`config.mk`:
```
export PLATFORM = sky130hd
export DESIGN_NAME = imu_offset_calibrator_top_flat
export DESIGN_NICKNAME = d
export VERILOG_FILES = /design/src/rtl/ioc_pkg.sv /design/src/rtl/ioc_ifs.sv /design/src/rtl/ioc_div.sv /design/src/rtl/ioc_ctrl.sv /design/src/rtl/ioc_datapath.sv /design/src/rtl/imu_offset_calibrator_top.sv /design/src/flat_wrapper.sv
export SDC_FILE = /design/constraint.sdc
export NUM_CORES = 2
export LEC_CHECK = 0
export BUFFER_PORTS_ARGS = -buffer_cell sky130_fd_sc_hd__buf_2
export CORE_ASPECT_RATIO = 0.8
export CORE_UTILIZATION = 63
export DETAILED_ROUTE_END_ITERATION = 6
export PLACE_DENSITY = 0.82
export SLEW_MARGIN = 30
export SYNTH_ARGS = -nofsm -noshare
export SYNTH_HDL_FRONTEND = slang
export SYNTH_HIERARCHICAL = 1
export SYNTH_SLANG_ARGS = --single-unit
```
`constraint.sdc`:
```
create_clock -name clk -period 7.2 [get_ports clk]
set_clock_uncertainty 0.15 [all_clocks]
set_input_delay 1.8 -clock clk [delete_from_list [all_inputs] [get_ports clk]]
set_output_delay 1.8 -clock clk [all_outputs]
set_load 0.1 [all_outputs]
```
`src/rtl/ioc_pkg.sv`:
```
package ioc_pkg;

  localparam int NUM_AXES = 6;

  typedef logic signed [15:0] ioc_word_t;
  typedef logic signed [31:0] ioc_sum_t;

  // Item kinds
  localparam logic FUNC_START  = 1'b0;
  localparam logic FUNC_SAMPLE = 1'b1;

  // Axis codes and scaling
  localparam logic [2:0] AXIS_AZ    = 3'd2;
  localparam logic [2:0] NUM_ACCEL  = 3'd3;
  localparam logic [2:0] AXIS_LAST  = 3'(NUM_AXES - 1);
  localparam logic [1:0] ACCEL_SHIFT = 2'd3;
  localparam logic [1:0] GYRO_SHIFT  = 2'd2;
  localparam ioc_sum_t   ACCEL_ONE_G = 32'sd16384;

  // Reset values of the configuration registers
  localparam logic [7:0]  LOOP_COUNT_RST = 8'd6;
  localparam logic [15:0] SPL_RST        = 16'd100;

  // Configuration register indexes
  typedef enum logic [2:0] {
    REG_LOOP_COUNT    = 3'd0,
    REG_SAMPLES       = 3'd1,
    REG_START_ACCEL_X = 3'd2,
    REG_START_ACCEL_Y = 3'd3,
    REG_START_ACCEL_Z = 3'd4,
    REG_START_GYRO_X  = 3'd5,
    REG_START_GYRO_Y  = 3'd6,
    REG_START_GYRO_Z  = 3'd7
  } ioc_reg_t;

  // Controller states
  typedef enum logic [3:0] {
    ST_IDLE   = 4'b0001,
    ST_DSTART = 4'b0010,
    ST_DWAIT  = 4'b0100,
    ST_EMIT   = 4'b1000
  } ioc_state_t;

  // Commands from controller to datapath
  typedef struct packed {
    logic seed;
    logic accum;
    logic div_start;
    logic commit;
    logic round_close;
    logic load_out;
  } ioc_cmd_t;

  // Status from datapath to controller
  typedef struct packed {
    logic running;
    logic last_sample;
    logic div_done;
    logic axis_last;
    logic out_free;
  } ioc_stat_t;

  // Scale shift of an axis: accel by 8, gyro by 4
  function automatic logic [1:0] axis_shift(input logic [2:0] axis);
    return (axis < NUM_ACCEL) ? ACCEL_SHIFT : GYRO_SHIFT;
  endfunction

  // Signed divide by a power of two, truncating toward zero
  function automatic ioc_sum_t sdiv_pow2(input ioc_sum_t x, input logic [1:0] sh);
    ioc_sum_t bias;
    bias = x[31] ? ((32'sd1 <<< sh) - 32'sd1) : 32'sd0;
    return (x + bias) >>> sh;
  endfunction

endpackage

```
`src/rtl/ioc_ifs.sv`:
```
interface ioc_in_if;
  logic               valid;
  logic               ready;
  logic               func;
  logic signed [15:0] sample_ax;
  logic signed [15:0] sample_ay;
  logic signed [15:0] sample_az;
  logic signed [15:0] sample_gx;
  logic signed [15:0] sample_gy;
  logic signed [15:0] sample_gz;

  modport source (
    output valid, func, sample_ax, sample_ay, sample_az, sample_gx, sample_gy, sample_gz,
    input  ready
  );
  modport sink (
    input  valid, func, sample_ax, sample_ay, sample_az, sample_gx, sample_gy, sample_gz,
    output ready
  );
endinterface

interface ioc_out_if;
  logic               valid;
  logic               ready;
  logic signed [15:0] apply_accel_x;
  logic signed [15:0] apply_accel_y;
  logic signed [15:0] apply_accel_z;
  logic signed [15:0] apply_gyro_x;
  logic signed [15:0] apply_gyro_y;
  logic signed [15:0] apply_gyro_z;
  logic               done_res;

  modport source (
    output valid, apply_accel_x, apply_accel_y, apply_accel_z,
    output apply_gyro_x, apply_gyro_y, apply_gyro_z, done_res,
    input  ready
  );
  modport sink (
    input  valid, apply_accel_x, apply_accel_y, apply_accel_z,
    input  apply_gyro_x, apply_gyro_y, apply_gyro_z, done_res,
    output ready
  );
endinterface

```
`src/rtl/ioc_div.sv`:
```
// Serial signed-by-unsigned divider, one quotient bit per cycle
module ioc_div import ioc_pkg::*; (
  input  logic        clk,
  input  logic        rst_n,
  input  logic        start,
  input  ioc_sum_t    dividend,
  input  logic [15:0] divisor,
  output ioc_sum_t    quot,
  output logic        done
);

  logic        busy_r;
  logic [5:0]  cnt_r;
  logic [31:0] acc_r;
  logic [15:0] rem_r;
  logic [15:0] den_r;
  logic        neg_r;
  ioc_sum_t    quot_r;
  logic        done_r;

  logic [16:0] rem_sh;
  logic [16:0] rem_diff;
  logic        q_bit;

  // Shift in the next dividend bit and trial-subtract
  always_comb begin
    rem_sh   = {rem_r, acc_r[31]};
    rem_diff = rem_sh - {1'b0, den_r};
    q_bit    = (rem_sh >= {1'b0, den_r});
  end

  // Control of the iteration
  always_ff @(posedge clk) begin
    if (!rst_n) begin
      busy_r <= 1'b0;
      cnt_r  <= '0;
      done_r <= 1'b0;
    end else begin
      done_r <= 1'b0;
      if (start) begin
        busy_r <= 1'b1;
        cnt_r  <= '0;
      end else if (busy_r) begin
        cnt_r <= cnt_r + 6'd1;
        if (cnt_r == 6'd32) begin
          busy_r <= 1'b0;
          done_r <= 1'b1;
        end
      end
    end
  end

  // Datapath of the iteration; last step restores the sign
  always_ff @(posedge clk) begin
    if (start) begin
      acc_r <= dividend[31] ? 32'(-dividend) : dividend;
      neg_r <= dividend[31];
      den_r <= divisor;
      rem_r <= '0;
    end else if (busy_r) begin
      if (cnt_r == 6'd32) begin
        quot_r <= neg_r ? -ioc_sum_t'(acc_r) : ioc_sum_t'(acc_r);
      end else begin
        rem_r <= q_bit ? rem_diff[15:0] : rem_sh[15:0];
        acc_r <= {acc_r[30:0], q_bit};
      end
    end
  end

  assign quot = quot_r;
  assign done = done_r;

endmodule

```
`src/rtl/ioc_ctrl.sv`:
```
// Sequencer: accept items, step the six means, hand off results
module ioc_ctrl import ioc_pkg::*; (
  input  logic      clk,
  input  logic      rst_n,
  input  logic      in_valid,
  input  logic      in_func,
  output logic      in_ready,
  input  ioc_stat_t stat,
  output ioc_cmd_t  cmd
);

  ioc_state_t state_r, state_nxt;

  // Next state and commands
  always_comb begin
    state_nxt = state_r;
    cmd       = '0;
    in_ready  = 1'b0;
    unique case (state_r)
      ST_IDLE: begin
        in_ready = 1'b1;
        if (in_valid) begin
          if (in_func == FUNC_START) begin
            cmd.seed  = 1'b1;
            state_nxt = ST_EMIT;
          end else if (stat.running) begin
            cmd.accum = 1'b1;
            if (stat.last_sample) begin
              state_nxt = ST_DSTART;
            end
          end
        end
      end
      ST_DSTART: begin
        cmd.div_start = 1'b1;
        state_nxt     = ST_DWAIT;
      end
      ST_DWAIT: begin
        if (stat.div_done) begin
          cmd.commit = 1'b1;
          if (stat.axis_last) begin
            cmd.round_close = 1'b1;
            state_nxt       = ST_EMIT;
          end else begin
            state_nxt = ST_DSTART;
          end
        end
      end
      ST_EMIT: begin
        if (stat.out_free) begin
          cmd.load_out = 1'b1;
          state_nxt    = ST_IDLE;
        end
      end
      default: begin
        state_nxt = ST_IDLE;
      end
    endcase
  end

  always_ff @(posedge clk) begin
    if (!rst_n) begin
      state_r <= ST_IDLE;
    end else begin
      state_r <= state_nxt;
    end
  end

endmodule

```
`src/rtl/ioc_datapath.sv`:
```
// Registers, sums, estimates, shared divider and output register
module ioc_datapath import ioc_pkg::*; (
  input  logic        clk,
  input  logic        rst_n,
  input  logic        cfg_we,
  input  logic [2:0]  cfg_index,
  input  logic [15:0] cfg_wdata,
  input  ioc_word_t   sample [NUM_AXES],
  input  ioc_cmd_t    cmd,
  output ioc_stat_t   stat,
  output logic        out_valid,
  input  logic        out_ready,
  output ioc_word_t   apply [NUM_AXES],
  output logic        done_res
);

  // Configuration
  logic [7:0]  loop_r;
  logic [15:0] spl_r;
  ioc_word_t   start_r [NUM_AXES];

  // Calibration state
  ioc_sum_t    sums_r [NUM_AXES];
  ioc_word_t   est_r  [NUM_AXES];
  logic [15:0] cnt_r;
  logic [7:0]  round_r;
  logic        running_r;
  logic        done_r;
  logic [2:0]  axis_r;

  // Output register
  logic        out_valid_r;
  ioc_word_t   apply_r [NUM_AXES];
  logic        out_done_r;

  logic [15:0] spl_eff;
  logic [15:0] cnt_inc;
  logic [7:0]  round_inc;
  logic        round_end;
  ioc_sum_t    div_q;
  logic        div_done;
  ioc_sum_t    corr;
  ioc_word_t   est_nxt;
  ioc_sum_t    seed_q [NUM_AXES];

  ioc_div u_div (
    .clk      (clk),
    .rst_n    (rst_n),
    .start    (cmd.div_start),
    .dividend (sums_r[axis_r]),
    .divisor  (spl_eff),
    .quot     (div_q),
    .done     (div_done)
  );

  // Counters, round end and the correction of the current axis
  always_comb begin
    spl_eff   = (spl_r == '0) ? 16'd1 : spl_r;
    cnt_inc   = cnt_r + 16'd1;
    round_inc = round_r + 8'd1;
    round_end = (round_inc >= loop_r);
    if (axis_r == AXIS_AZ) begin
      corr    = sdiv_pow2(ACCEL_ONE_G - div_q, ACCEL_SHIFT);
      est_nxt = est_r[axis_r] + corr[15:0];
    end else begin
      corr    = sdiv_pow2(div_q, axis_shift(axis_r));
      est_nxt = est_r[axis_r] - corr[15:0];
    end
    for (int k = 0; k < NUM_AXES; k++) begin
      seed_q[k] = sdiv_pow2(32'(start_r[k]), axis_shift(3'(k)));
    end
  end

  always_comb begin
    stat.running     = running_r;
    stat.last_sample = (cnt_inc >= spl_eff);
    stat.div_done    = div_done;
    stat.axis_last   = (axis_r == AXIS_LAST);
    stat.out_free    = !out_valid_r || out_ready;
  end

  // Configuration writes
  always_ff @(posedge clk) begin
    if (!rst_n) begin
      loop_r <= LOOP_COUNT_RST;
      spl_r  <= SPL_RST;
      for (int k = 0; k < NUM_AXES; k++) begin
        start_r[k] <= '0;
      end
    end else if (cfg_we) begin
      unique case (ioc_reg_t'(cfg_index))
        REG_LOOP_COUNT:    loop_r     <= cfg_wdata[7:0];
        REG_SAMPLES:       spl_r      <= cfg_wdata;
        REG_START_ACCEL_X: start_r[0] <= cfg_wdata;
        REG_START_ACCEL_Y: start_r[1] <= cfg_wdata;
        REG_START_ACCEL_Z: start_r[2] <= cfg_wdata;
        REG_START_GYRO_X:  start_r[3] <= cfg_wdata;
        REG_START_GYRO_Y:  start_r[4] <= cfg_wdata;
        REG_START_GYRO_Z:  start_r[5] <= cfg_wdata;
      endcase
    end
  end

  // Seed, accumulate, commit each mean, close the round
  always_ff @(posedge clk) begin
    if (!rst_n) begin
      for (int k = 0; k < NUM_AXES; k++) begin
        sums_r[k] <= '0;
        est_r[k]  <= '0;
      end
      cnt_r     <= '0;
      round_r   <= '0;
      running_r <= 1'b0;
      done_r    <= 1'b0;
      axis_r    <= '0;
    end else begin
      if (cmd.seed) begin
        for (int k = 0; k < NUM_AXES; k++) begin
          sums_r[k] <= '0;
          est_r[k]  <= seed_q[k][15:0];
        end
        cnt_r     <= '0;
        round_r   <= '0;
        running_r <= (loop_r != '0);
        done_r    <= (loop_r == '0);
      end
      if (cmd.accum) begin
        for (int k = 0; k < NUM_AXES; k++) begin
          sums_r[k] <= sums_r[k] + 32'(sample[k]);
        end
        cnt_r  <= cnt_inc;
        axis_r <= '0;
      end
      if (cmd.commit) begin
        est_r[axis_r]  <= est_nxt;
        sums_r[axis_r] <= '0;
        axis_r         <= axis_r + 3'd1;
      end
      if (cmd.round_close) begin
        cnt_r     <= '0;
        round_r   <= round_inc;
        running_r <= !round_end;
        done_r    <= round_end;
      end
    end
  end

  // Hold the result until the receiver takes it
  always_ff @(posedge clk) begin
    if (!rst_n) begin
      out_valid_r <= 1'b0;
    end else if (cmd.load_out) begin
      out_valid_r <= 1'b1;
    end else if (out_ready) begin
      out_valid_r <= 1'b0;
    end
  end

  always_ff @(posedge clk) begin
    if (cmd.load_out) begin
      for (int k = 0; k < NUM_AXES; k++) begin
        apply_r[k] <= est_r[k] <<< axis_shift(3'(k));
      end
      out_done_r <= done_r;
    end
  end

  assign out_valid = out_valid_r;
  assign apply     = apply_r;
  assign done_res  = out_done_r;

endmodule

```
`src/rtl/imu_offset_calibrator_top.sv`:
```
// Six-axis inertial offset calibrator.
// in_chan carries one item: func 0 starts a calibration, func 1 is a raw
// sample of three accel and three gyro axes. out_chan carries the offset
// register values to apply and done_res on the final round. cfg_we with
// cfg_index/cfg_wdata writes loop_count, samples_per_loop and the six
// existing offsets, one register per edge.
// A start item goes to the output register once that register is free. A sample
// that does not close a round is taken and gives nothing. The
// sample that closes a round starts six serial divisions on one shared
// divider (per axis: load, quotient bits one by one, sign fix and
// commit), and its result is loaded after the last commit.
// Samples while idle are dropped. One item is in work at a time.
// Reset (rst_n low, synchronous) restores the register defaults, clears the
// sums and estimates and leaves the block idle with no result pending.
// A stalled receiver holds the result in the output register; the block
// takes the next item meanwhile and waits only when a new result is due.
module imu_offset_calibrator_top import ioc_pkg::*; (
  input  logic        clk,
  input  logic        rst_n,
  ioc_in_if.sink      in_chan,
  ioc_out_if.source   out_chan,
  input  logic        cfg_we,
  input  logic [2:0]  cfg_index,
  input  logic [15:0] cfg_wdata
);

  ioc_cmd_t  cmd;
  ioc_stat_t stat;
  ioc_word_t sample [NUM_AXES];
  ioc_word_t apply  [NUM_AXES];

  // Gather the sample fields
  assign sample[0] = in_chan.sample_ax;
  assign sample[1] = in_chan.sample_ay;
  assign sample[2] = in_chan.sample_az;
  assign sample[3] = in_chan.sample_gx;
  assign sample[4] = in_chan.sample_gy;
  assign sample[5] = in_chan.sample_gz;

  ioc_ctrl u_ctrl (
    .clk      (clk),
    .rst_n    (rst_n),
    .in_valid (in_chan.valid),
    .in_func  (in_chan.func),
    .in_ready (in_chan.ready),
    .stat     (stat),
    .cmd      (cmd)
  );

  ioc_datapath u_dp (
    .clk       (clk),
    .rst_n     (rst_n),
    .cfg_we    (cfg_we),
    .cfg_index (cfg_index),
    .cfg_wdata (cfg_wdata),
    .sample    (sample),
    .cmd       (cmd),
    .stat      (stat),
    .out_valid (out_chan.valid),
    .out_ready (out_chan.ready),
    .apply     (apply),
    .done_res  (out_chan.done_res)
  );

  // Spread the result fields
  assign out_chan.apply_accel_x = apply[0];
  assign out_chan.apply_accel_y = apply[1];
  assign out_chan.apply_accel_z = apply[2];
  assign out_chan.apply_gyro_x  = apply[3];
  assign out_chan.apply_gyro_y  = apply[4];
  assign out_chan.apply_gyro_z  = apply[5];

endmodule

```
`src/flat_wrapper.sv`:
```
// flat-port wrapper written by rule: the top's interface ports become plain ports
module imu_offset_calibrator_top_flat import ioc_pkg::*;
  (clk, rst_n, cfg_we, cfg_index, cfg_wdata, in_chan_valid, in_chan_func, in_chan_sample_ax, in_chan_sample_ay, in_chan_sample_az, in_chan_sample_gx, in_chan_sample_gy, in_chan_sample_gz, in_chan_ready, out_chan_valid, out_chan_apply_accel_x, out_chan_apply_accel_y, out_chan_apply_accel_z, out_chan_apply_gyro_x, out_chan_apply_gyro_y, out_chan_apply_gyro_z, out_chan_done_res, out_chan_ready);
  ioc_in_if in_chan_i ();
  ioc_out_if out_chan_i ();
  input  logic clk;
  input  logic rst_n;
  input  logic cfg_we;
  input  logic [2:0] cfg_index;
  input  logic [15:0] cfg_wdata;
  input wire logic [$bits(in_chan_i.valid)-1:0] in_chan_valid;
  input wire logic [$bits(in_chan_i.func)-1:0] in_chan_func;
  input wire logic [$bits(in_chan_i.sample_ax)-1:0] in_chan_sample_ax;
  input wire logic [$bits(in_chan_i.sample_ay)-1:0] in_chan_sample_ay;
  input wire logic [$bits(in_chan_i.sample_az)-1:0] in_chan_sample_az;
  input wire logic [$bits(in_chan_i.sample_gx)-1:0] in_chan_sample_gx;
  input wire logic [$bits(in_chan_i.sample_gy)-1:0] in_chan_sample_gy;
  input wire logic [$bits(in_chan_i.sample_gz)-1:0] in_chan_sample_gz;
  output wire logic [$bits(in_chan_i.ready)-1:0] in_chan_ready;
  output wire logic [$bits(out_chan_i.valid)-1:0] out_chan_valid;
  output wire logic [$bits(out_chan_i.apply_accel_x)-1:0] out_chan_apply_accel_x;
  output wire logic [$bits(out_chan_i.apply_accel_y)-1:0] out_chan_apply_accel_y;
  output wire logic [$bits(out_chan_i.apply_accel_z)-1:0] out_chan_apply_accel_z;
  output wire logic [$bits(out_chan_i.apply_gyro_x)-1:0] out_chan_apply_gyro_x;
  output wire logic [$bits(out_chan_i.apply_gyro_y)-1:0] out_chan_apply_gyro_y;
  output wire logic [$bits(out_chan_i.apply_gyro_z)-1:0] out_chan_apply_gyro_z;
  output wire logic [$bits(out_chan_i.done_res)-1:0] out_chan_done_res;
  input wire logic [$bits(out_chan_i.ready)-1:0] out_chan_ready;
  assign in_chan_i.valid = in_chan_valid;
  assign in_chan_i.func = in_chan_func;
  assign in_chan_i.sample_ax = in_chan_sample_ax;
  assign in_chan_i.sample_ay = in_chan_sample_ay;
  assign in_chan_i.sample_az = in_chan_sample_az;
  assign in_chan_i.sample_gx = in_chan_sample_gx;
  assign in_chan_i.sample_gy = in_chan_sample_gy;
  assign in_chan_i.sample_gz = in_chan_sample_gz;
  assign in_chan_ready = in_chan_i.ready;
  assign out_chan_valid = out_chan_i.valid;
  assign out_chan_apply_accel_x = out_chan_i.apply_accel_x;
  assign out_chan_apply_accel_y = out_chan_i.apply_accel_y;
  assign out_chan_apply_accel_z = out_chan_i.apply_accel_z;
  assign out_chan_apply_gyro_x = out_chan_i.apply_gyro_x;
  assign out_chan_apply_gyro_y = out_chan_i.apply_gyro_y;
  assign out_chan_apply_gyro_z = out_chan_i.apply_gyro_z;
  assign out_chan_done_res = out_chan_i.done_res;
  assign out_chan_i.ready = out_chan_ready;
  imu_offset_calibrator_top u_core (.clk(clk), .rst_n(rst_n), .in_chan(in_chan_i), .out_chan(out_chan_i), .cfg_we(cfg_we), .cfg_index(cfg_index), .cfg_wdata(cfg_wdata));
endmodule
```
==> metrics.md <==
| Metric | Value |
|---|---|
| Status | finished, violations left |
| Failing checks | DRC |
| Post-route cell area | ~0.045 sq mm |
| Sequential share of the synthesized area | about two fifths |
| GPL Wtd Cong | ~0.98 |
| Synth top area share | between 20 and 30% |
| Register area | around 0.017 sq mm |
| CP Data Required Time | 7.36 ns |
| Initial core utilization | between 60% and 70% |
| LEAKAGE | 18.3 nW |
| Avg WL per Cell | roughly 23 um |
| Vias/cell | 6.58 |
| Detail Route Antenna Nets | 0 |
| GR Util All Layers | 34.7% |
| Via count | about 35k |
| Syn Inst Count | between 4k and 5k |
| Pwr/cell area | approximately 200 mW/mm^2 |
| Final hold violations | 0 |
| Reg2reg path depth | 26 |
| Clk sinks | roughly 650 |
| Initial antenna violation count | 7 |
| Synth Flop Type | edfxtp_1 |
| Placed inst area | 0.0431 sq mm |
| EDFF count, synth | between 300 and 400 |
| Pin count of the biggest net entering global routing | 85 |
| First drt pass iteration count | 7 |
| Max-Cap Viols | 0 |
| Port buffer count | 204 |
| Min Tclk post-route | just under 7 ns |
| Netlist Area Pre-Place | between 0.04 and 0.05 sq mm |
| Layout cells sized above 1 | between 10% and 20% |
| Die X | approximately 290 um |
| Clk pin slew, worst setup/hold paths | 0.06 ns |
| NumNets Final | 4749 |
| Area contributors post-synth | edfxtp_1, dfxtp_1, ha_1, xnor2_1, xor2_1 |
| Clock Latency Late Sink | a little over 0.6 ns |
| Hold/Removal Path Class | reg -> reg |
| Yosys warnings | 6 |
| Iter 0 DRT Violations | about 4.6k |
| Wire length of the first global-routing pass | between 150 and 200 mm |
| CP endpoint kind | flop |
| Worst-case vdd ir drop | about 0.17 mV |
| Crit start category | flop |
| Layout fillers | between 4k and 5k |
| Max Fclk | around 150 MHz |
| Worst R2R End | u_core/u_dp/est_r[4][12] |
| Area of the core | between 0.06 and 0.07 sq mm |
| Number of global-route vias before repair | 31.3k |
| Post-CTS Setup Bufs | 0 |
| Drt total wl | between 100 and 150 mm |
| Worst-Margin Slew | ~1.1 ns |
| Flop-to-flop setup slack | 0.42 ns |
| Io pins | 220 |
| Hold WS | roughly 0.29 ns |
| CTS tree | built |
| Rel. slew slack | about a quarter |
| CP arrival | 6.93 ns |
| Root Driver | clkbuf_16 |
| Cell taking the most area after synthesis | edfxtp_1 |
| Netlist cell types | 120 |
| #FFs+latches synth | 648 |
| Syn avg cell area | 9.79 sq um |
| Asr flop ratio synth | 0% |
| Worst-path fanout max | 9 |
| Fin. max-slew vios | 0 |
| Tot Pwr | between 9 and 10 mW |
| Clock tree buffer depth | 3 |
| Critical Path Source | u_core/u_dp/u_div/quot[2] |
| Reg-to-Reg Start | u_core/u_dp/u_div/quot[2] |
| H-tree depth | 3 |
| Remaining global-route overflow | 0 |
| Multi-input logic area | about 0.023 sq mm |
| Critical path endpoint | u_core/u_dp/est_r[4][12] |
| Final setup viols | 0 |
| Drc violations | 4 |
| Worst setup path class | reg -> reg |
| HPWL Detailed | about 86 mm |
| Die Y | approximately 230 um |
| Full die area | roughly 0.067 sq mm |
| Total negative slack | 0 ns |
| RSZ-0062 raised after global routing | false |
| CTS Buf Count | between 60 and 70 |
| FP Rows | 83 |
| Final period utilization | 94.1% |
| Synthesis-to-finish area growth | 9.33% |
synth_stat cells (all sizes together) (12+ instances only):
cell,count
a211oi,29
a21boi,27
a21o,129
a21oi,267
a22o,30
a22oi,118
a31oi,32
a32oi,17
and2,124
and3,48
and4,13
buf,50
clkbuf,161
dfxtp,277
edfxtp,371
ha,263
inv,166
mux2,16
mux2i,63
mux4,60
nand2,282
nand2b,41
nand3,96
nand3b,18
nand4,34
nor2,336
nor2b,45
nor3,61
nor3b,24
nor4,22
o211ai,33
o21a,29
o21ai,202
o21bai,39
o22ai,114
o31ai,34
or2,19
or3,35
or4,12
xnor2,199
xor2,169
flip-flops by register name, indices dropped and copies added, names as in the netlist, 3 cells and up, named ones only:
register,count
u_core/u_dp/u_div/acc_r,32
u_core/u_dp/axis_r,3
u_core/u_dp/loop_r,8
u_core/u_dp/u_div/cnt_r,6
u_core/u_dp/u_div/quot,32
u_core/u_dp/apply,81
u_core/u_dp/start_r,96
u_core/u_dp/round_r,8
u_core/u_dp/est_r,112
u_core/u_dp/u_div/den_r,16
u_core/u_dp/cnt_r,16
u_core/u_dp/sums_r,192
u_core/u_dp/spl_r,16
u_core/u_ctrl/state_r,4
u_core/u_dp/u_div/rem_r,16
critical path, stage by stage (launching register included):
cell	delay, ns
edfxtp_1	0.53
nor3_2	0.40
nand4_1	0.26
o31ai_2	0.33
nor2b_1	0.23
xnor2_1	0.19
ha_1	0.31
a41oi_1	0.16
inv_1	0.06
o21ai_1	0.26
and2_0	0.32
mux2i_1	0.21
o21ai_0	0.10
o32ai_1	0.17
xor2_1	0.14
o21a_1	0.22
fa_1	0.47
inv_1	0.08
a21oi_1	0.06
o21bai_1	0.20
a21oi_1	0.10
o21bai_1	0.25
a21o_1	0.19
nand4_1	0.14
a31oi_1	0.29
xnor2_1	0.40
o22ai_1	0.25
report_power, final:
part / switching, mW / total (mW) / leakage [nW] / internal (mW)
combinational: 0.983 / 1.54 / 11.5 / 0.556
clock: 1.48 / 3.49 / 1.05 / 2.00
sequential: 0.148 / 4.25 / 5.80 / 4.10
worst min path at each step:
stage,cells past startpoint,endpoint,start,slack (ns)
finish,0,u_core/u_dp/done_res,u_core/u_dp/done_r,0.29
global route,0,u_core/u_dp/done_res,u_core/u_dp/done_r,0.29
CTS,0,u_core/u_dp/done_res,u_core/u_dp/done_r,0.29
detailed placement,0,u_core/u_dp/done_res,u_core/u_dp/done_r,0.27
global placement,0,u_core/u_dp/done_res,u_core/u_dp/done_r,0.27
floorplan,0,u_core/u_dp/done_res,u_core/u_dp/done_r,0.25
cells by family (layout without fill, tap and decap cells):
kind of cell,count (synthesis),in the layout,synth area share [%]
flops,648,648,40.3
simple gates,1229,1229,15.3
mux,139,139,5.22
buf+inv,377,544,3.80
compound gates,1196,1196,19.2
other cells,1,18,0.00906
fa+ha+maj,271,271,8.34
xor+xnor,368,368,7.79
stage by stage:
step                      cells  util, %  setup slack (ns)
after CTS                  5259     70.0             0.436
after global placement     5135     66.6             0.702
after floorplan            4243        -              1.10
final                      5263     70.1             0.422
after detailed placement   5135     66.7             0.527
after global routing       5261     70.1             0.110
layout by cell type (no fill, tap or decap), types with 28 or more instances in the layout:
master,instances
nand3_1,95
a22oi_1,117
dfxtp_1,274
o21ai_0,196
buf_4,47
ha_1,263
or3_1,30
and3_1,47
o21bai_1,39
a31oi_1,31
buf_2,204
o21a_1,28
a211oi_1,28
nand4_1,32
mux4_2,60
o211ai_1,32
and2_1,120
nand2_1,281
xnor2_1,199
nor2_1,327
a21oi_1,264
clkbuf_16,73
edfxtp_1,371
nor3_1,52
inv_1,166
nand2b_1,41
a21o_1,127
nor2b_1,44
xor2_1,169
a22o_1,30
o22ai_1,113
mux2i_1,63
layout make-up:
type | count | area share (%)
multi-input combinational | 3218 | 51.4
antenna | 3 | 0.0166
clock buffer | 97 | 4.32
inverter | 166 | 1.38
timing repair buffer | 254 | 3.14
tap | 850 | 2.35
clock inverter | 27 | 0.459
sequential | 648 | 36.9
metal layers:
metal	up-vias	GRT usage (%)	routed length [um]
li1	15900	-	-
met1	16600	50.2	50100
met2	1877	50.1	50300
met3	242	11.0	15200
met4	8	8.72	3000
met5	-	0	60
timing repair:
| action | 4_1_cts | 5_1_grt |
|---|---|---|
| hold buffers | 0 | 0 |
| gates resized for setup | 0 | 2 |
| endpoints found under the setup margin | 0 | 10 |
Power figures use the tool's default switching activity.
